`config.mk`:
```
export PLATFORM = sky130hd
export DESIGN_NAME = adc_average_piecewise_linearizer
export DESIGN_NICKNAME = d
export VERILOG_FILES = /design/src/rtl/aapl_pkg.sv /design/src/rtl/aapl_queue.sv /design/src/rtl/aapl_front.sv /design/src/rtl/aapl_div.sv /design/src/rtl/aapl_back.sv /design/src/rtl/adc_average_piecewise_linearizer.sv
export SDC_FILE = /design/constraint.sdc
export NUM_CORES = 1
export LEC_CHECK = 0
export BUFFER_PORTS_ARGS = -buffer_cell sky130_fd_sc_hd__buf_2
export CORE_MARGIN = 5
export CORE_UTILIZATION = 25
export CTS_BUF_LIST = sky130_fd_sc_hd__clkbuf_16
export DETAILED_ROUTE_END_ITERATION = 7
export MAX_ROUTING_LAYER = met4
export PLACE_DENSITY_LB_ADDON = 0.3
export RECOVER_POWER = 100
export SLEW_MARGIN = 20
export SYNTH_ARGS = -nofsm -noshare
export SYNTH_HDL_FRONTEND = slang
export SYNTH_HIERARCHICAL = 1
export SYNTH_SLANG_ARGS = --single-unit
```
`constraint.sdc`:
```
create_clock -name i_clk -period 8.99 [get_ports i_clk]
set_clock_uncertainty 0.1 [all_clocks]
set_input_delay 1.798 -clock i_clk [delete_from_list [all_inputs] [get_ports i_clk]]
set_output_delay 1.798 -clock i_clk [all_outputs]
set_load 0.005 [all_outputs]
```
`src/rtl/aapl_pkg.sv`:
```
`timescale 1ns / 1ps
// ----------------------------------------------------------------------------
// Shared definitions of the averaging ADC linearizer
// Field widths, configuration codes, status codes and inter-module structs.
// ----------------------------------------------------------------------------
package aapl_pkg;

    localparam int SAMPLE_W  = 10;
    localparam int INDEX_W   = 4;
    localparam int VOLT_W    = 10;
    localparam int DIST_W    = 10;
    localparam int DISTO_W   = 11;
    localparam int STATUS_W  = 2;
    localparam int SPR_W     = 7;
    localparam int PIU_W     = 5;
    localparam int CFG_IDX_W = 1;
    localparam int CFG_DAT_W = 7;
    localparam int MAG_W     = 21;

    localparam int TABLE_DEPTH_DEF = 16;
    localparam int MAX_SAMPLES_DEF = 64;

    localparam logic [SPR_W-1:0] SPR_RESET = 7'd1;
    localparam logic [PIU_W-1:0] PIU_RESET = 5'd16;

    localparam logic [CFG_IDX_W-1:0] CFG_SPR = 1'b0;
    localparam logic [CFG_IDX_W-1:0] CFG_PIU = 1'b1;

    localparam logic CMD_SAMPLE = 1'b0;
    localparam logic CMD_LOAD   = 1'b1;

    localparam logic [STATUS_W-1:0] ST_WITHIN = 2'd0;
    localparam logic [STATUS_W-1:0] ST_NEAR   = 2'd1;
    localparam logic [STATUS_W-1:0] ST_BEYOND = 2'd2;

    typedef struct packed {
        logic full;
        logic empty;
    } t_queue_status;

    typedef struct packed {
        logic busy;
        logic done;
    } t_div_status;

endpackage

```
`src/rtl/aapl_queue.sv`:
```
`timescale 1ns / 1ps
// ----------------------------------------------------------------------------
// Job queue
// Two-entry queue that decouples the accumulating front from the converter.
// ----------------------------------------------------------------------------
module aapl_queue #(
    parameter int W = 8
) (
    input  logic                   i_clk,
    input  logic                   i_rst_n,
    input  logic                   i_push,
    input  logic [W-1:0]           i_data,
    input  logic                   i_pop,
    output logic [W-1:0]           o_data,
    output aapl_pkg::t_queue_status o_status
);
    import aapl_pkg::*;

    localparam int DEPTH = 2;
    localparam int PW    = $clog2(DEPTH);
    localparam int CW    = $clog2(DEPTH + 1);

    logic [W-1:0]  r_mem [DEPTH];
    logic [PW-1:0] r_wp;
    logic [PW-1:0] r_rp;
    logic [CW-1:0] r_count;
    logic          do_push;
    logic          do_pop;

    assign o_status.full  = (r_count == CW'(DEPTH));
    assign o_status.empty = (r_count == '0);
    assign do_push = i_push && !o_status.full;
    assign do_pop  = i_pop && !o_status.empty;
    assign o_data  = r_mem[r_rp];

    always_ff @(posedge i_clk) begin
        if (do_push) begin
            r_mem[r_wp] <= i_data;
        end
    end

    always_ff @(posedge i_clk) begin
        if (!i_rst_n) begin
            r_wp    <= '0;
            r_rp    <= '0;
            r_count <= '0;
        end else begin
            if (do_push) begin
                r_wp <= (r_wp == PW'(DEPTH - 1)) ? '0 : r_wp + 1'b1;
            end
            if (do_pop) begin
                r_rp <= (r_rp == PW'(DEPTH - 1)) ? '0 : r_rp + 1'b1;
            end
            if (do_push && !do_pop) begin
                r_count <= r_count + 1'b1;
            end else if (do_pop && !do_push) begin
                r_count <= r_count - 1'b1;
            end
        end
    end

endmodule

```
`src/rtl/aapl_front.sv`:
```
`timescale 1ns / 1ps
// ----------------------------------------------------------------------------
// Input front end
// Accepts items, sums ADC samples and queues table loads and finished sums.
// ----------------------------------------------------------------------------
module aapl_front #(
    parameter int MAX_SAMPLES = aapl_pkg::MAX_SAMPLES_DEF,
    parameter int CNT_W       = $clog2(MAX_SAMPLES + 1),
    parameter int SUM_W       = aapl_pkg::SAMPLE_W + CNT_W
) (
    input  logic                            i_clk,
    input  logic                            i_rst_n,
    input  logic [aapl_pkg::SPR_W-1:0]      i_spr,
    input  logic                            push,
    input  logic                            i_command,
    input  logic [aapl_pkg::SAMPLE_W-1:0]   i_sample,
    input  logic [aapl_pkg::INDEX_W-1:0]    i_point_index,
    input  logic [aapl_pkg::VOLT_W-1:0]     i_point_voltage,
    input  logic [aapl_pkg::DIST_W-1:0]     i_point_distance,
    input  aapl_pkg::t_queue_status         i_queue_status,
    output logic                            o_job_push,
    output logic                            o_job_load,
    output logic [aapl_pkg::INDEX_W-1:0]    o_job_index,
    output logic [aapl_pkg::VOLT_W-1:0]     o_job_voltage,
    output logic [aapl_pkg::DIST_W-1:0]     o_job_distance,
    output logic [SUM_W-1:0]                o_job_sum,
    output logic [CNT_W-1:0]                o_job_count
);
    import aapl_pkg::*;

    logic [SUM_W-1:0] r_sum;
    logic [CNT_W-1:0] r_taken;
    logic [SUM_W-1:0] n_sum;
    logic [CNT_W-1:0] n_taken;
    logic [CNT_W-1:0] eff_n;
    logic             accept;
    logic             is_sample;
    logic             complete;

    always_comb begin
        if (i_spr == '0) begin
            eff_n = CNT_W'(1);
        end else if (int'(i_spr) > MAX_SAMPLES) begin
            eff_n = CNT_W'(MAX_SAMPLES);
        end else begin
            eff_n = CNT_W'(i_spr);
        end
    end

    assign accept    = push && !i_queue_status.full;
    assign is_sample = (i_command == CMD_SAMPLE);
    assign n_sum     = r_sum + SUM_W'(i_sample);
    assign n_taken   = r_taken + 1'b1;
    assign complete  = (n_taken >= eff_n);

    assign o_job_push     = accept && (!is_sample || complete);
    assign o_job_load     = (i_command == CMD_LOAD);
    assign o_job_index    = i_point_index;
    assign o_job_voltage  = i_point_voltage;
    assign o_job_distance = i_point_distance;
    assign o_job_sum      = n_sum;
    assign o_job_count    = eff_n;

    always_ff @(posedge i_clk) begin
        if (!i_rst_n) begin
            r_sum   <= '0;
            r_taken <= '0;
        end else if (accept && is_sample) begin
            if (complete) begin
                r_sum   <= '0;
                r_taken <= '0;
            end else begin
                r_sum   <= n_sum;
                r_taken <= n_taken;
            end
        end
    end

endmodule

```
`src/rtl/aapl_div.sv`:
```
`timescale 1ns / 1ps
// ----------------------------------------------------------------------------
// Iterative divider
// Unsigned restoring divider that produces one quotient bit per cycle.
// ----------------------------------------------------------------------------
module aapl_div #(
    parameter int W = 21
) (
    input  logic                 i_clk,
    input  logic                 i_rst_n,
    input  logic                 i_start,
    input  logic [W-1:0]         i_dividend,
    input  logic [W-1:0]         i_divisor,
    output logic [W-1:0]         o_quotient,
    output aapl_pkg::t_div_status o_status
);
    import aapl_pkg::*;

    localparam int CW = $clog2(W);

    logic [W-1:0]  r_quo;
    logic [W-1:0]  r_rem;
    logic [W-1:0]  r_div;
    logic [CW-1:0] r_cnt;
    logic          r_busy;
    logic          r_done;
    logic [W:0]    rem_sh;
    logic [W+1:0]  diff;
    logic          borrow;

    assign rem_sh = {r_rem, r_quo[W-1]};
    assign diff   = {1'b0, rem_sh} - {2'b00, r_div};
    assign borrow = diff[W+1];

    assign o_quotient    = r_quo;
    assign o_status.busy = r_busy;
    assign o_status.done = r_done;

    always_ff @(posedge i_clk) begin
        if (i_start) begin
            r_quo <= i_dividend;
            r_rem <= '0;
            r_div <= i_divisor;
        end else if (r_busy) begin
            r_quo <= {r_quo[W-2:0], !borrow};
            r_rem <= borrow ? rem_sh[W-1:0] : diff[W-1:0];
        end
    end

    always_ff @(posedge i_clk) begin
        if (!i_rst_n) begin
            r_busy <= 1'b0;
            r_done <= 1'b0;
            r_cnt  <= '0;
        end else begin
            r_done <= r_busy && (r_cnt == '0);
            if (i_start) begin
                r_busy <= 1'b1;
                r_cnt  <= CW'(W - 1);
            end else if (r_busy) begin
                if (r_cnt == '0) begin
                    r_busy <= 1'b0;
                end else begin
                    r_cnt <= r_cnt - 1'b1;
                end
            end
        end
    end

endmodule

```
`src/rtl/aapl_back.sv`:
```
`timescale 1ns / 1ps
// ----------------------------------------------------------------------------
// Conversion back end
// Writes calibration points, forms the mean, walks the table, interpolates
// and holds the result for transfer.
// ----------------------------------------------------------------------------
module aapl_back #(
    parameter int TABLE_DEPTH = aapl_pkg::TABLE_DEPTH_DEF,
    parameter int MAX_SAMPLES = aapl_pkg::MAX_SAMPLES_DEF,
    parameter int CNT_W       = $clog2(MAX_SAMPLES + 1),
    parameter int SUM_W       = aapl_pkg::SAMPLE_W + CNT_W,
    parameter int JOB_W       = 1 + aapl_pkg::INDEX_W + aapl_pkg::VOLT_W
                                + aapl_pkg::DIST_W + SUM_W + CNT_W
) (
    input  logic                             i_clk,
    input  logic                             i_rst_n,
    input  logic [aapl_pkg::PIU_W-1:0]       i_piu,
    input  aapl_pkg::t_queue_status          i_queue_status,
    input  logic [JOB_W-1:0]                 i_job,
    output logic                             o_job_pop,
    input  logic                             pop,
    output logic                             empty,
    output logic [aapl_pkg::DISTO_W-1:0]     o_distance,
    output logic [aapl_pkg::STATUS_W-1:0]    o_status
);
    import aapl_pkg::*;

    localparam int IDX_W = $clog2(TABLE_DEPTH);
    localparam int PT_W  = $clog2(TABLE_DEPTH + 1);
    localparam int DIV_W = (SUM_W > MAG_W) ? SUM_W : MAG_W;
    localparam int ENT_W = VOLT_W + DIST_W;
    localparam int P_SUM = CNT_W;
    localparam int P_DST = P_SUM + SUM_W;
    localparam int P_VLT = P_DST + DIST_W;
    localparam int P_IDX = P_VLT + VOLT_W;

    typedef enum logic [7:0] {
        S_IDLE   = 8'b0000_0001,
        S_MEAN   = 8'b0000_0010,
        S_FIRST  = 8'b0000_0100,
        S_WALK   = 8'b0000_1000,
        S_MUL    = 8'b0001_0000,
        S_ISTART = 8'b0010_0000,
        S_IDIV   = 8'b0100_0000,
        S_EMIT   = 8'b1000_0000
    } t_state;

    t_state                r_state;
    t_state                n_state;
    logic [ENT_W-1:0]      r_mem [TABLE_DEPTH];
    logic [ENT_W-1:0]      r_rd_data;
    logic [SUM_W-1:0]      r_mean;
    logic [IDX_W-1:0]      r_k;
    logic [VOLT_W-1:0]     r_vh;
    logic [DIST_W-1:0]     r_dh;
    logic signed [10:0]    r_mdiff;
    logic signed [10:0]    r_ddiff;
    logic [VOLT_W-1:0]     r_den;
    logic signed [21:0]    r_num;
    logic [DISTO_W-1:0]    r_res_dist;
    logic [STATUS_W-1:0]   r_res_status;
    logic                  r_out_valid;
    logic [DISTO_W-1:0]    r_out_dist;
    logic [STATUS_W-1:0]   r_out_status;

    logic                  job_load;
    logic [INDEX_W-1:0]    job_index;
    logic [VOLT_W-1:0]     job_voltage;
    logic [DIST_W-1:0]     job_distance;
    logic [SUM_W-1:0]      job_sum;
    logic [CNT_W-1:0]      job_count;
    logic                  mem_we;
    logic                  rd_en;
    logic [IDX_W-1:0]      rd_addr;
    logic [PT_W-1:0]       eff_p;
    logic [IDX_W-1:0]      last_idx;
    logic [VOLT_W-1:0]     vl;
    logic [DIST_W-1:0]     dl;
    logic [SUM_W-1:0]      vl_x;
    logic [SUM_W-1:0]      vh_x;
    logic                  out_take;
    logic                  out_load;
    logic                  div_start;
    logic [DIV_W-1:0]      div_dividend;
    logic [DIV_W-1:0]      div_divisor;
    logic [DIV_W-1:0]      div_q;
    t_div_status           div_st;
    logic [21:0]           num_neg;
    logic [MAG_W-1:0]      num_mag;
    logic [11:0]           dh_x;
    logic [11:0]           interp;

    assign job_load     = i_job[JOB_W-1];
    assign job_index    = i_job[P_IDX +: INDEX_W];
    assign job_voltage  = i_job[P_VLT +: VOLT_W];
    assign job_distance = i_job[P_DST +: DIST_W];
    assign job_sum      = i_job[P_SUM +: SUM_W];
    assign job_count    = i_job[CNT_W-1:0];

    always_comb begin
        if (i_piu < PIU_W'(2)) begin
            eff_p = PT_W'(2);
        end else if (int'(i_piu) > TABLE_DEPTH) begin
            eff_p = PT_W'(TABLE_DEPTH);
        end else begin
            eff_p = PT_W'(i_piu);
        end
    end
    assign last_idx = IDX_W'(eff_p - 1'b1);

    assign vl   = r_rd_data[ENT_W-1:DIST_W];
    assign dl   = r_rd_data[DIST_W-1:0];
    assign vl_x = SUM_W'(vl);
    assign vh_x = SUM_W'(r_vh);

    assign num_neg = -r_num;
    assign num_mag = r_num[21] ? num_neg[MAG_W-1:0] : r_num[MAG_W-1:0];
    assign dh_x    = {2'b00, r_dh};
    assign interp  = r_num[21] ? dh_x + {1'b0, div_q[DISTO_W-1:0]}
                               : dh_x - {1'b0, div_q[DISTO_W-1:0]};

    assign o_job_pop = (r_state == S_IDLE) && !i_queue_status.empty;
    assign div_start = (o_job_pop && !job_load) || (r_state == S_ISTART);

    always_comb begin
        if (r_state == S_ISTART) begin
            div_dividend = DIV_W'(num_mag);
            div_divisor  = DIV_W'(r_den);
        end else begin
            div_dividend = DIV_W'(job_sum);
            div_divisor  = DIV_W'(job_count);
        end
    end

    aapl_div #(
        .W(DIV_W)
    ) u_div (
        .i_clk      (i_clk),
        .i_rst_n    (i_rst_n),
        .i_start    (div_start),
        .i_dividend (div_dividend),
        .i_divisor  (div_divisor),
        .o_quotient (div_q),
        .o_status   (div_st)
    );

    always_comb begin
        n_state = r_state;
        mem_we  = 1'b0;
        rd_en   = 1'b0;
        rd_addr = '0;
        unique case (r_state)
            S_IDLE: begin
                if (o_job_pop) begin
                    if (job_load) begin
                        mem_we = (int'(job_index) < TABLE_DEPTH);
                    end else begin
                        n_state = S_MEAN;
                    end
                end
            end
            S_MEAN: begin
                if (div_st.done) begin
                    rd_en   = 1'b1;
                    n_state = S_FIRST;
                end
            end
            S_FIRST: begin
                if (r_mean >= vl_x) begin
                    n_state = S_EMIT;
                end else begin
                    rd_en   = 1'b1;
                    rd_addr = IDX_W'(1);
                    n_state = S_WALK;
                end
            end
            S_WALK: begin
                priority if (r_mean == vh_x || r_mean == vl_x) begin
                    n_state = S_EMIT;
                end else if (r_mean <= vh_x && r_mean >= vl_x) begin
                    n_state = S_MUL;
                end else if (r_k == last_idx) begin
                    n_state = S_EMIT;
                end else begin
                    rd_en   = 1'b1;
                    rd_addr = IDX_W'(r_k + 1'b1);
                end
            end
            S_MUL:    n_state = S_ISTART;
            S_ISTART: n_state = S_IDIV;
            S_IDIV: begin
                if (div_st.done) begin
                    n_state = S_EMIT;
                end
            end
            S_EMIT: begin
                if (!r_out_valid || pop) begin
                    n_state = S_IDLE;
                end
            end
            default: n_state = S_IDLE;
        endcase
    end

    always_ff @(posedge i_clk) begin
        if (mem_we) begin
            r_mem[IDX_W'(job_index)] <= {job_voltage, job_distance};
        end
        if (rd_en) begin
            r_rd_data <= r_mem[rd_addr];
        end
    end

    always_ff @(posedge i_clk) begin
        unique case (r_state)
            S_MEAN: begin
                if (div_st.done) begin
                    r_mean <= div_q[SUM_W-1:0];
                end
            end
            S_FIRST: begin
                r_vh         <= vl;
                r_dh         <= dl;
                r_k          <= IDX_W'(1);
                r_res_dist   <= '0;
                r_res_status <= ST_NEAR;
            end
            S_WALK: begin
                priority if (r_mean == vh_x) begin
                    r_res_dist   <= {1'b0, r_dh};
                    r_res_status <= ST_WITHIN;
                end else if (r_mean == vl_x) begin
                    r_res_dist   <= {1'b0, dl};
                    r_res_status <= ST_WITHIN;
                end else if (r_mean <= vh_x && r_mean >= vl_x) begin
                    r_mdiff <= $signed({1'b0, r_mean[VOLT_W-1:0]}) - $signed({1'b0, r_vh});
                    r_ddiff <= $signed({1'b0, dl}) - $signed({1'b0, r_dh});
                    r_den   <= r_vh - vl;
                end else if (r_k == last_idx) begin
                    if (r_mean < vl_x) begin
                        r_res_dist   <= {1'b0, dl} + DISTO_W'(1);
                        r_res_status <= ST_BEYOND;
                    end else begin
                        r_res_dist   <= '0;
                        r_res_status <= ST_WITHIN;
                    end
                end else begin
                    r_vh <= vl;
                    r_dh <= dl;
                    r_k  <= IDX_W'(r_k + 1'b1);
                end
            end
            S_MUL: begin
                r_num <= r_mdiff * r_ddiff;
            end
            S_IDIV: begin
                if (div_st.done) begin
                    r_res_dist   <= interp[DISTO_W-1:0];
                    r_res_status <= ST_WITHIN;
                end
            end
            default: begin
            end
        endcase
    end

    assign out_take = pop && r_out_valid;
    assign out_load = (r_state == S_EMIT) && (!r_out_valid || pop);

    always_ff @(posedge i_clk) begin
        if (out_load) begin
            r_out_dist   <= r_res_dist;
            r_out_status <= r_res_status;
        end
    end

    always_ff @(posedge i_clk) begin
        if (!i_rst_n) begin
            r_state     <= S_IDLE;
            r_out_valid <= 1'b0;
        end else begin
            r_state <= n_state;
            if (out_load) begin
                r_out_valid <= 1'b1;
            end else if (out_take) begin
                r_out_valid <= 1'b0;
            end
        end
    end

    assign empty      = !r_out_valid;
    assign o_distance = r_out_dist;
    assign o_status   = r_out_status;

`ifndef SYNTHESIS
    a_div_idle_on_start: assert property (@(posedge i_clk) disable iff (!i_rst_n)
        div_start |-> !div_st.busy)
        else $error("Divider started while busy.");
    a_div_done_waited: assert property (@(posedge i_clk) disable iff (!i_rst_n)
        div_st.done |-> (r_state == S_MEAN || r_state == S_IDIV))
        else $error("Divider finished with no state waiting for it.");
    a_walk_index: assert property (@(posedge i_clk) disable iff (!i_rst_n)
        (r_state == S_WALK) |-> (r_k != '0 && r_k <= last_idx))
        else $error("Table walk index out of range.");
    a_near_zero: assert property (@(posedge i_clk) disable iff (!i_rst_n)
        (r_out_valid && r_out_status == ST_NEAR) |-> (r_out_dist == '0))
        else $error("Too near result with nonzero distance.");
`endif

endmodule

```
`src/rtl/adc_average_piecewise_linearizer.sv`:
```
// A load item is written to the table in the cycle after its transfer if the back end is idle.
// A reading's delay after its last sample's transfer is set by the bit-serial divider (DIV_W is 21
// with the default parameters), which forms the mean and the interpolation, and by the table walk.
// Throughput: one item per cycle is taken while the two-entry job queue has room.
// Readings are converted one at a time by the back end.
// Reset: synchronous, active low; clears the sum, count, queue and result; the table holds.
`timescale 1ns / 1ps
// ----------------------------------------------------------------------------
// Averaging ADC piecewise linearizer
// Averages ADC samples and maps the mean to a distance through a
// piecewise linear calibration table.
// ----------------------------------------------------------------------------
module adc_average_piecewise_linearizer #(
    parameter int TABLE_DEPTH = aapl_pkg::TABLE_DEPTH_DEF,
    parameter int MAX_SAMPLES = aapl_pkg::MAX_SAMPLES_DEF
) (
    input  logic                            i_clk,
    input  logic                            i_rst_n,
    input  logic                            i_cfg_we,
    input  logic [aapl_pkg::CFG_IDX_W-1:0]  i_cfg_index,
    input  logic [aapl_pkg::CFG_DAT_W-1:0]  i_cfg_data,
    input  logic                            push,
    output logic                            full,
    input  logic                            i_command,
    input  logic [aapl_pkg::SAMPLE_W-1:0]   i_sample,
    input  logic [aapl_pkg::INDEX_W-1:0]    i_point_index,
    input  logic [aapl_pkg::VOLT_W-1:0]     i_point_voltage,
    input  logic [aapl_pkg::DIST_W-1:0]     i_point_distance,
    output logic                            empty,
    input  logic                            pop,
    output logic [aapl_pkg::DISTO_W-1:0]    o_distance,
    output logic [aapl_pkg::STATUS_W-1:0]   o_status
);
    import aapl_pkg::*;

    localparam int CNT_W = $clog2(MAX_SAMPLES + 1);
    localparam int SUM_W = SAMPLE_W + CNT_W;
    localparam int JOB_W = 1 + INDEX_W + VOLT_W + DIST_W + SUM_W + CNT_W;

    logic [SPR_W-1:0]   r_spr;
    logic [PIU_W-1:0]   r_piu;
    t_queue_status      q_status;
    logic               job_push;
    logic               job_pop;
    logic               job_load;
    logic [INDEX_W-1:0] job_index;
    logic [VOLT_W-1:0]  job_voltage;
    logic [DIST_W-1:0]  job_distance;
    logic [SUM_W-1:0]   job_sum;
    logic [CNT_W-1:0]   job_count;
    logic [JOB_W-1:0]   job_in;
    logic [JOB_W-1:0]   job_out;

    always_ff @(posedge i_clk) begin
        if (!i_rst_n) begin
            r_spr <= SPR_RESET;
            r_piu <= PIU_RESET;
        end else if (i_cfg_we) begin
            unique case (i_cfg_index)
                CFG_SPR: r_spr <= i_cfg_data;
                CFG_PIU: r_piu <= i_cfg_data[PIU_W-1:0];
            endcase
        end
    end

    assign full   = q_status.full;
    assign job_in = {job_load, job_index, job_voltage, job_distance, job_sum, job_count};

    aapl_front #(
        .MAX_SAMPLES (MAX_SAMPLES),
        .CNT_W       (CNT_W),
        .SUM_W       (SUM_W)
    ) u_front (
        .i_clk            (i_clk),
        .i_rst_n          (i_rst_n),
        .i_spr            (r_spr),
        .push             (push),
        .i_command        (i_command),
        .i_sample         (i_sample),
        .i_point_index    (i_point_index),
        .i_point_voltage  (i_point_voltage),
        .i_point_distance (i_point_distance),
        .i_queue_status   (q_status),
        .o_job_push       (job_push),
        .o_job_load       (job_load),
        .o_job_index      (job_index),
        .o_job_voltage    (job_voltage),
        .o_job_distance   (job_distance),
        .o_job_sum        (job_sum),
        .o_job_count      (job_count)
    );

    aapl_queue #(
        .W(JOB_W)
    ) u_queue (
        .i_clk    (i_clk),
        .i_rst_n  (i_rst_n),
        .i_push   (job_push),
        .i_data   (job_in),
        .i_pop    (job_pop),
        .o_data   (job_out),
        .o_status (q_status)
    );

    aapl_back #(
        .TABLE_DEPTH (TABLE_DEPTH),
        .MAX_SAMPLES (MAX_SAMPLES),
        .CNT_W       (CNT_W),
        .SUM_W       (SUM_W),
        .JOB_W       (JOB_W)
    ) u_back (
        .i_clk          (i_clk),
        .i_rst_n        (i_rst_n),
        .i_piu          (r_piu),
        .i_queue_status (q_status),
        .i_job          (job_out),
        .o_job_pop      (job_pop),
        .pop            (pop),
        .empty          (empty),
        .o_distance     (o_distance),
        .o_status       (o_status)
    );

endmodule
```
==> reports/qor.txt, run 1 <==
Status - finished with violations
Failing checks - max-capacitance violations, max-slew violations
Mapped Area - 35600 sq um
Routed vias/inst - 4.39
Reg2reg setup slack - 2.39 ns
Routed WL - 87300 um
R2r worst-path depth - 10
Combinational fraction of design power - 18.0%
Post-DP HPWL - 59300 um
RSZ-0062 raised after global routing - no
Crit end category - flip-flop
Clk_lat worst skew - 0.67 ns
Uppermost layer routed - met4
Slew Limit Fails - 551
Vias after detailed routing - 21328
Final nets - 3222
GPL Wtd Cong - 0.833
Clk slew on worst S/H paths - 0.06 ns
Full die area - 150000 sq um
Most common cell after layout, fill and taps aside - edfxtp_1
Worst hold path stage count - 0
Clock power frac - 35.3%
DRT antenna net count - 0
Leak - 15.8 nW
TritonRoute pass-1 iters - 5
Post-CTS Setup Bufs - 0
Final hold vios - 0
Critical setup path kind - reg2reg
Clk buf depth - 3
CTS tree - built
CTS buffer count - 77
Worst endpoint required time - 9.16 ns
Slew at the pin closest to its max-slew limit - 3.39 ns
Syn Inst Count - 2839
Starting Density - 25.1%
Total power - 0.00861 W
Final TNS setup - 0 ns
Most frequent cells in the layout - edfxtp_1, inv_1, nand2_1, mux2i_1, nor2_1
Largest net degree at the start of global routing - 96
Buffers on Ports - 62
Die height - 387 um
First-pass GRT wire length - 132000 um
Crit start category - flip-flop
Max-cap violations - 21
Clock sink total - 679
Setup violators final - 0
Met2 wire length - 42400 um
Area Growth Syn to Fin - 13.2%
Post-Syn Area per Cell - 12.5 sq um
Critical Path AT - 6.77 ns
VDD IR max - 138 uV
Initial antenna violation count - 5
Grt ovf - 0
Switching pwr - 0.00246 W
Ys Warns - 6
Pwr Density - 214 nW/um^2
Highest clock rate - 151 MHz
Maximum fanout along the worst path - 59
GR Util All Layers - 11.7%
Clock root buffer - clkbuf_16
DR WL/cell - 18.0 um
# IOs - 63
Area of the core - 141000 sq um
WL met3 - 3070 um
FILL cells - 14514
Met1 wire length - 40100 um
Cell row count - 138
Die X - 387 um
Final worst path period share - 73.5%
Hold_buf cts - 0
Fin crit period - 6.60 ns
Sequential Power Share - 46.7%
Htree depth - 3
CTS resizes - 0
Vias in the first global route - 21166
Switching share of total power - 28.5%
Ratio of cells with drive above 1 in the final layout - 7.85%
Initial drt markers - 1269
Rel. slew slack - -126%
DRC viols - 0
Cell-internal power - 0.00615 W
Worst Hold Class - reg2reg
flip-flops by register name, summed over array words and instances, names as in the netlist, 20 cells and up, named ones only:
register / flops
u_back/r_mem: 320
u_back/r_num: 22
u_back/r_rd_data: 20
u_back/u_div/o_quotient: 21
u_back/u_div/r_div: 21
u_back/u_div/r_rem: 21
u_queue/r_mem: 98
through the flow:
stage / utilization (%) / cells / setup WS, ns / hold slack [ns] / cell area (sq um)
floorplan: - / 2849 / 2.08 / 0.300 / 35600
global placement: 26.9 / 4719 / 3.07 / 0.306 / 38100
detailed placement: 26.9 / 4719 / 3.07 / 0.305 / 38100
CTS: 28.7 / 4857 / 3.06 / 0.324 / 40500
global route: 28.5 / 4859 / 1.65 / 0.329 / 40200
finish: 28.5 / 4860 / 2.39 / 0.322 / 40200
worst paths after layout:
kind                                       to                 start
setup / recovery  u_back/u_div/o_quotient[15]     u_back/r_state[1]
hold reg to reg          u_back/o_distance[5]  u_back/r_res_dist[5]
setup reg to reg  u_back/u_div/o_quotient[15]     u_back/r_state[1]
hold / removal           u_back/o_distance[5]  u_back/r_res_dist[5]
layer usage:
| layer | track usage (%) | vias to the layer above |
|---|---|---|
| li1 | - | 10293 |
| met1 | 15.1 | 10573 |
| met2 | 19.4 | 353 |
| met3 | 1.67 | 109 |
| met4 | 2.90 | 0 |
| met5 | - | - |
cell type report:
| cell class | count | area [sq um] | share of cell area (%) |
|---|---|---|---|
| antenna | 3 | 7.51 | 0.0187 |
| clock buffer | 77 | 1930 | 4.79 |
| clock inverter | 61 | 536 | 1.33 |
| inverter | 283 | 1060 | 2.64 |
| tap | 1890 | 2360 | 5.88 |
| timing repair buffer | 107 | 524 | 1.30 |
| sequential | 679 | 19600 | 48.7 |
| multi-input combinational | 1760 | 14200 | 35.3 |
power groups by stage:
| stage | combinational [W] | clock [W] | sequential, W |
|---|---|---|---|
| 2_1_floorplan | 0.00116 | 0 | 0.00402 |
| 3_3_place_gp | 0.00158 | 0 | 0.00407 |
| 3_5_place_dp | 0.00159 | 0 | 0.00407 |
| 4_1_cts | 0.00160 | 0.00315 | 0.00401 |
| 5_1_grt | 0.00173 | 0.00327 | 0.00404 |
| 6_report | 0.00155 | 0.00304 | 0.00402 |
critical path, stage by stage, from the launching register on:
cell and delay [ns]:
dfxtp_1 0.33, nor2_1 0.21, nand2_1 0.10, nor3_1 0.20, and3b_1 0.32, nor2b_1 0.42
inv_1 0.14, o21ai_4 0.13, clkbuf_1 2.37, nor2_1 0.87, inv_1 0.96
Note: power is estimated with default switching activity, not from simulation.
==> inputs of run 2 (changes only) <==
Clock period 8.99 ns to 6.85 ns, I/O delays scaled along.
==> run 2 against run 1 <==
Net effect: the flow still finishes with violations (max-capacitance violations, max-slew violations); largest cell class unchanged; cell count is essentially flat; final area up 0.30%; largest power group unchanged; global-route usage rose by 0.14 points; clock-buffer cell count decreased by 1; die area did not move.
==> reports/qor.txt, run 2 (same netlist as run 1, synthesis figures left out) <==
Vias in the first global route - 21456
Area of the core - 141000 sq um
CTS resizes - 0
Buffers on Ports - 62
Post-DP HPWL - 59300 um
Die height - 387 um
Sequential Area - 19600 sq um
Ratio of cells with drive above 1 in the final layout - 8.39%
Clock sink total - 679
Maximum fanout along the worst path - 48
Full die area - 150000 sq um
Largest delay share family, worst path - compound AO/OA/AOI/OAI gates
# IOs - 63
Worst path max stage delay - 1.83 ns
Clk buf depth - 3
Final nets - 3224
Hold_buf cts - 0
VDD IR max - 200 uV
Area Growth Syn to Fin - 13.5%
Setup violators final - 0
Status - finished with violations
Post-Place Setup Slack - 0.847 ns
Initial antenna violation count - 5
Htree depth - 3
Largest net degree at the start of global routing - 59
Final TNS setup - 0 ns
GPL Wtd Cong - 0.826
Vias after detailed routing - 21368
Worst Hold Class - reg2reg
Max reg flops - 320
Fin crit period - 6.22 ns
Post-CTS Setup Bufs - 0
Most common cell after layout, fill and taps aside - edfxtp_1
CP most frequent cell - xnor2_1
CTS tree - built
Cell row count - 138
CTS buffer count - 76
Worst endpoint required time - 7.12 ns
Critical Path AT - 6.49 ns
Routed vias/inst - 4.40
Clk slew on worst S/H paths - 0.06 ns
Pwr Density - 282 nW/um^2
DRC viols - 0
GR Util All Layers - 11.8%
Routed WL - 87500 um
Multi-input combinational cell area - 14200 sq um
Critical setup path kind - reg2reg
DR WL/cell - 18.0 um
Clock root buffer - clkbuf_16
Slew at the pin closest to its max-slew limit - 2.49 ns
Failing checks - max-capacitance violations, max-slew violations
Initial drt markers - 1280
Clk_lat worst skew - 0.68 ns
Hold WS - 0.317 ns
Leak - 15.9 nW
Grt ovf - 0
RSZ-0062 raised after global routing - no
First-pass GRT wire length - 133000 um
Crit-path slowest cell - a2111oi_0
DRT antenna net count - 0
Crit start category - flip-flop
CP bufs+invs - 1
Final worst path period share - 90.8%
Final hold vios - 0
TritonRoute pass-1 iters - 4
Worst setup margin - 0.631 ns
Reg2reg setup slack - 0.63 ns
Crit path cell chain - nand2b_1 > or2_2 > ha_1 > xnor2_1 > xnor2_1 > a211oi_1 > a2111oi_0 > nand3_4 > buf_12 > mux2i_1 > o22a_1 > o221ai_1 > or3_1
Most frequent cells in the layout - edfxtp_1, inv_1, nand2_1, mux2i_1, nor2_1
Die X - 387 um
Most flops, register - u_back/r_mem
Biggest regs - u_back/r_mem: 320 flops, u_queue/r_mem: 98 flops, u_back/r_num: 22 flops
Max-cap violations - 22
Highest clock rate - 161 MHz
Slew Limit Fails - 557
Rel. slew slack - -65.8%
Crit end category - flip-flop
Starting Density - 25.1%
FILL cells - 14489
[run 2: changes by cell type in the layout (fill, tap and decap cells not counted), moves of 3 or more]
| cell | before | now |
|---|---|---|
| inv_1 | 304 | 297 |
| clkbuf_1 | 51 | 47 |
| bufinv_16 | 4 | 7 |
| clkinv_1 | 12 | 16 |
| mux2_2 | 37 | 42 |
| mux2_1 | 34 | 29 |
[run 2: metal layers]
| layer | global-route usage [%] | routed length, um | vias to the layer above |
|---|---|---|---|
| li1 | - | - | 10282 |
| met1 | 15.2 | 40200 | 10635 |
| met2 | 19.4 | 42300 | 331 |
| met3 | 2.13 | 3140 | 120 |
| met4 | 2.87 | 1840 | 0 |
| met5 | - | 0 | - |
[run 2: report_power, final]
part | internal (W) | leakage (nW) | switching (W) | total, W
Clock | 0.00232 | 1.27 | 0.00175 | 0.00408
Sequential | 0.00510 | 6.14 | 0.000192 | 0.00529
Combinational | 0.000730 | 8.45 | 0.00128 | 0.00201
[run 2: final timing paths]
path / from / to / cells past startpoint
min: u_back/r_res_dist[9] / u_back/o_distance[9] / 0
max: r_piu[4] / u_back/r_rd_data[18] / 13
max reg2reg: r_piu[4] / u_back/r_rd_data[18] / 13
min reg2reg: u_back/r_res_dist[9] / u_back/o_distance[9] / 0
[run 2: final cells by class]
class	instances	area share (%)
clock inverter	59	1.54
tap	1890	5.86
clock buffer	76	4.71
multi-input combinational	1760	35.3
timing repair buffer	110	1.40
antenna	2	0.0124
inverter	283	2.63
sequential	679	48.6
[run 2: worst register-to-register path: cells and delay by family (launching register included)]
| kind | cells | cell delay, ns |
|---|---|---|
| AO/OA/AOI/OAI | 4 | 2.18 |
| AND/OR/NAND/NOR | 4 | 2.00 |
| buffers and inverters | 1 | 0.54 |
| flip-flops | 1 | 0.34 |
| XOR/XNOR | 2 | 0.31 |
| multiplexers | 1 | 0.24 |
| adder cells (fa/ha/maj) | 1 | 0.21 |
[run 2: stage by stage]
step | util, % | std cells | cell area [sq um] | total power, W
3_3_place_gp | 27.0 | 4722 | 38100 | 0.00741
4_1_cts | 28.7 | 4857 | 40600 | 0.0116
6_report | 28.5 | 4859 | 40400 | 0.0114
2_1_floorplan | - | 2849 | 35600 | 0.00681
5_1_grt | 28.5 | 4859 | 40400 | 0.0120
3_5_place_dp | 27.0 | 4722 | 38100 | 0.00744
==> inputs of run 3 (changes only) <==
Settings changed: ABC_CLOCK_PERIOD_IN_PS set to 6700, REMOVE_ABC_BUFFERS set to 1.
Clock period 6.85 ns to 6.7 ns, I/O delays scaled along.
==> run 3 against run 2 <==
Net effect: the flow still finishes with violations (max-capacitance violations, max-slew violations); critical path depth rose by 6; maximum frequency rose by 5.4%; flip-flop and latch count did not move; die area did not move; total power rose by 2.0%; register-to-register slack improved by 0.17 ns; clock power rose by 1%; largest cell class unchanged; global-route usage rose by 0.084 points; sequential share of layout area barely moved; cell count rose by 0.25%; combinational power rose by 2%; first-iteration DRC count rose by 4.9%.
==> reports/qor.txt, run 3 (same netlist as run 1, synthesis figures left out) <==
Status - finished with violations
Starting Density - 25.1%
Clock sink total - 679
Final nets - 3231
Grt ovf - 0
Diodes inserted - 0
Final hold vios - 0
Final TNS setup - 0 ns
Clock root buffer - clkbuf_16
Slew Limit Fails - 689
Max-cap violations - 25
Initial antenna violation count - 1
Area Growth Syn to Fin - 13.5%
Most common cell after layout, fill and taps aside - edfxtp_1
Buffers on Ports - 62
TritonRoute pass-1 iters - 5
CTS buffer count - 79
Highest clock rate - 169 MHz
Cell row count - 138
DRT antenna net count - 0
Clk buf depth - 3
Failing checks - max-capacitance violations, max-slew violations
Clk slew on worst S/H paths - 0.05 ns
Critical setup path kind - reg2reg
Ratio of cells with drive above 1 in the final layout - 8.79%
First-pass GRT wire length - 134000 um
Clk_lat worst skew - 0.63 ns
Post-CTS Setup Bufs - 0
Biggest regs - u_back/r_mem: 320 flops, u_queue/r_mem: 98 flops, u_back/r_num: 22 flops
Vias in the first global route - 21732
Final worst path period share - 88.1%
DR WL/cell - 18.1 um
GR Util All Layers - 11.9%
Crit end category - flip-flop
VDD IR max - 288 uV
Maximum fanout along the worst path - 11
Pwr Density - 287 nW/um^2
# IOs - 63
Htree depth - 3
Worst endpoint required time - 6.96 ns
Worst Hold Class - reg2reg
Post-layout util - 28.5%
Slew at the pin closest to its max-slew limit - 2.35 ns
Full die area - 150000 sq um
CTS resizes - 0
Routed vias/inst - 4.40
Leak - 15.9 nW
CTS tree - built
DRC viols - 0
Setup violators final - 0
Post-Place Setup Slack - 0.766 ns
Area of the core - 141000 sq um
Critical Path AT - 6.16 ns
Largest net degree at the start of global routing - 59
Routed WL - 88300 um
Post-DP HPWL - 59900 um
Most flops, register - u_back/r_mem
Hold WS - 0.319 ns
Die height - 387 um
Rel. slew slack - -56.5%
Vias after detailed routing - 21421
RSZ-0062 raised after global routing - no
Crit start category - flip-flop
GPL Wtd Cong - 0.828
Hold_buf cts - 0
Max reg flops - 320
Worst setup margin - 0.798 ns
Most frequent cells in the layout - edfxtp_1, inv_1, nand2_1, mux2i_1, nor2_1
Fin crit period - 5.90 ns
Initial drt markers - 1343
Die X - 387 um
==> run 3: cell count changes in the layout (fill, tap and decap cells not counted), moves of 3 or more <==
cell and delta:
and2_0 -3, and2_1 +3, buf_2 +7, clkbuf_1 -6, clkbuf_16 +5, clkinv_16 -5
clkinv_2 +4, clkinvlp_4 +6, mux2_1 +4, mux2_2 -4
==> run 3: layout make-up <==
type	instances	area, sq um
clock buffer	81	2030
clock inverter	64	495
fill	14453	101000
inverter	283	1060
multi-input combinational	1760	14200
sequential	679	19600
tap	1890	2360
timing repair buffer	114	582
==> run 3: power by group <==
part | switching (W) | internal, W | total, W
clock network | 0.00174 | 0.00240 | 0.00414
logic | 0.00130 | 0.000742 | 0.00205
registers | 0.000200 | 0.00521 | 0.00541
==> run 3: path summary, 6_finish.rpt <==
kind	from	endpoint	slack (ns)	cells after the start
worst max register to register	u_back/r_ddiff[6]	u_back/r_num[21]	0.80	19
worst min register to register	u_back/r_res_status[1]	u_back/o_status[1]	0.32	0
worst max-delay path	u_back/r_ddiff[6]	u_back/r_num[21]	0.80	19
worst min-delay path	u_back/r_res_status[1]	u_back/o_status[1]	0.32	0
==> run 3: layer usage <==
layer | share of wire [%] | global-route usage, %
met5 | 0 | -
met3 | 3.3 | 1.63
met2 | 49 | 20.2
met1 | 45 | 15.0
met4 | 2.3 | 3.16
==> run 3: worst max-delay path, stage by stage (launching register included) <==
cell and delay, ns:
edfxtp_1 0.57, and2_1 0.24, fa_1 0.49, inv_1 0.05, fa_1 0.48, inv_1 0.06
fa_1 0.50, fa_1 0.54, inv_1 0.05, fa_1 0.52, inv_1 0.04, ha_1 0.21
or3_1 0.40, o21ai_0 0.37, o21ai_0 0.17, nor2b_1 0.14, nor2_1 0.08, a211oi_1 0.36
a21oi_1 0.15, xnor2_1 0.13
==> run 3: per-stage QoR <==
stage	cell area (sq um)	power [W]	std cells
floorplan	34900	0.00693	2722
global placement	38100	0.00759	4726
detailed placement	38100	0.00762	4726
CTS	40700	0.0118	4871
global route	40400	0.0122	4871
finish	40400	0.0116	4871
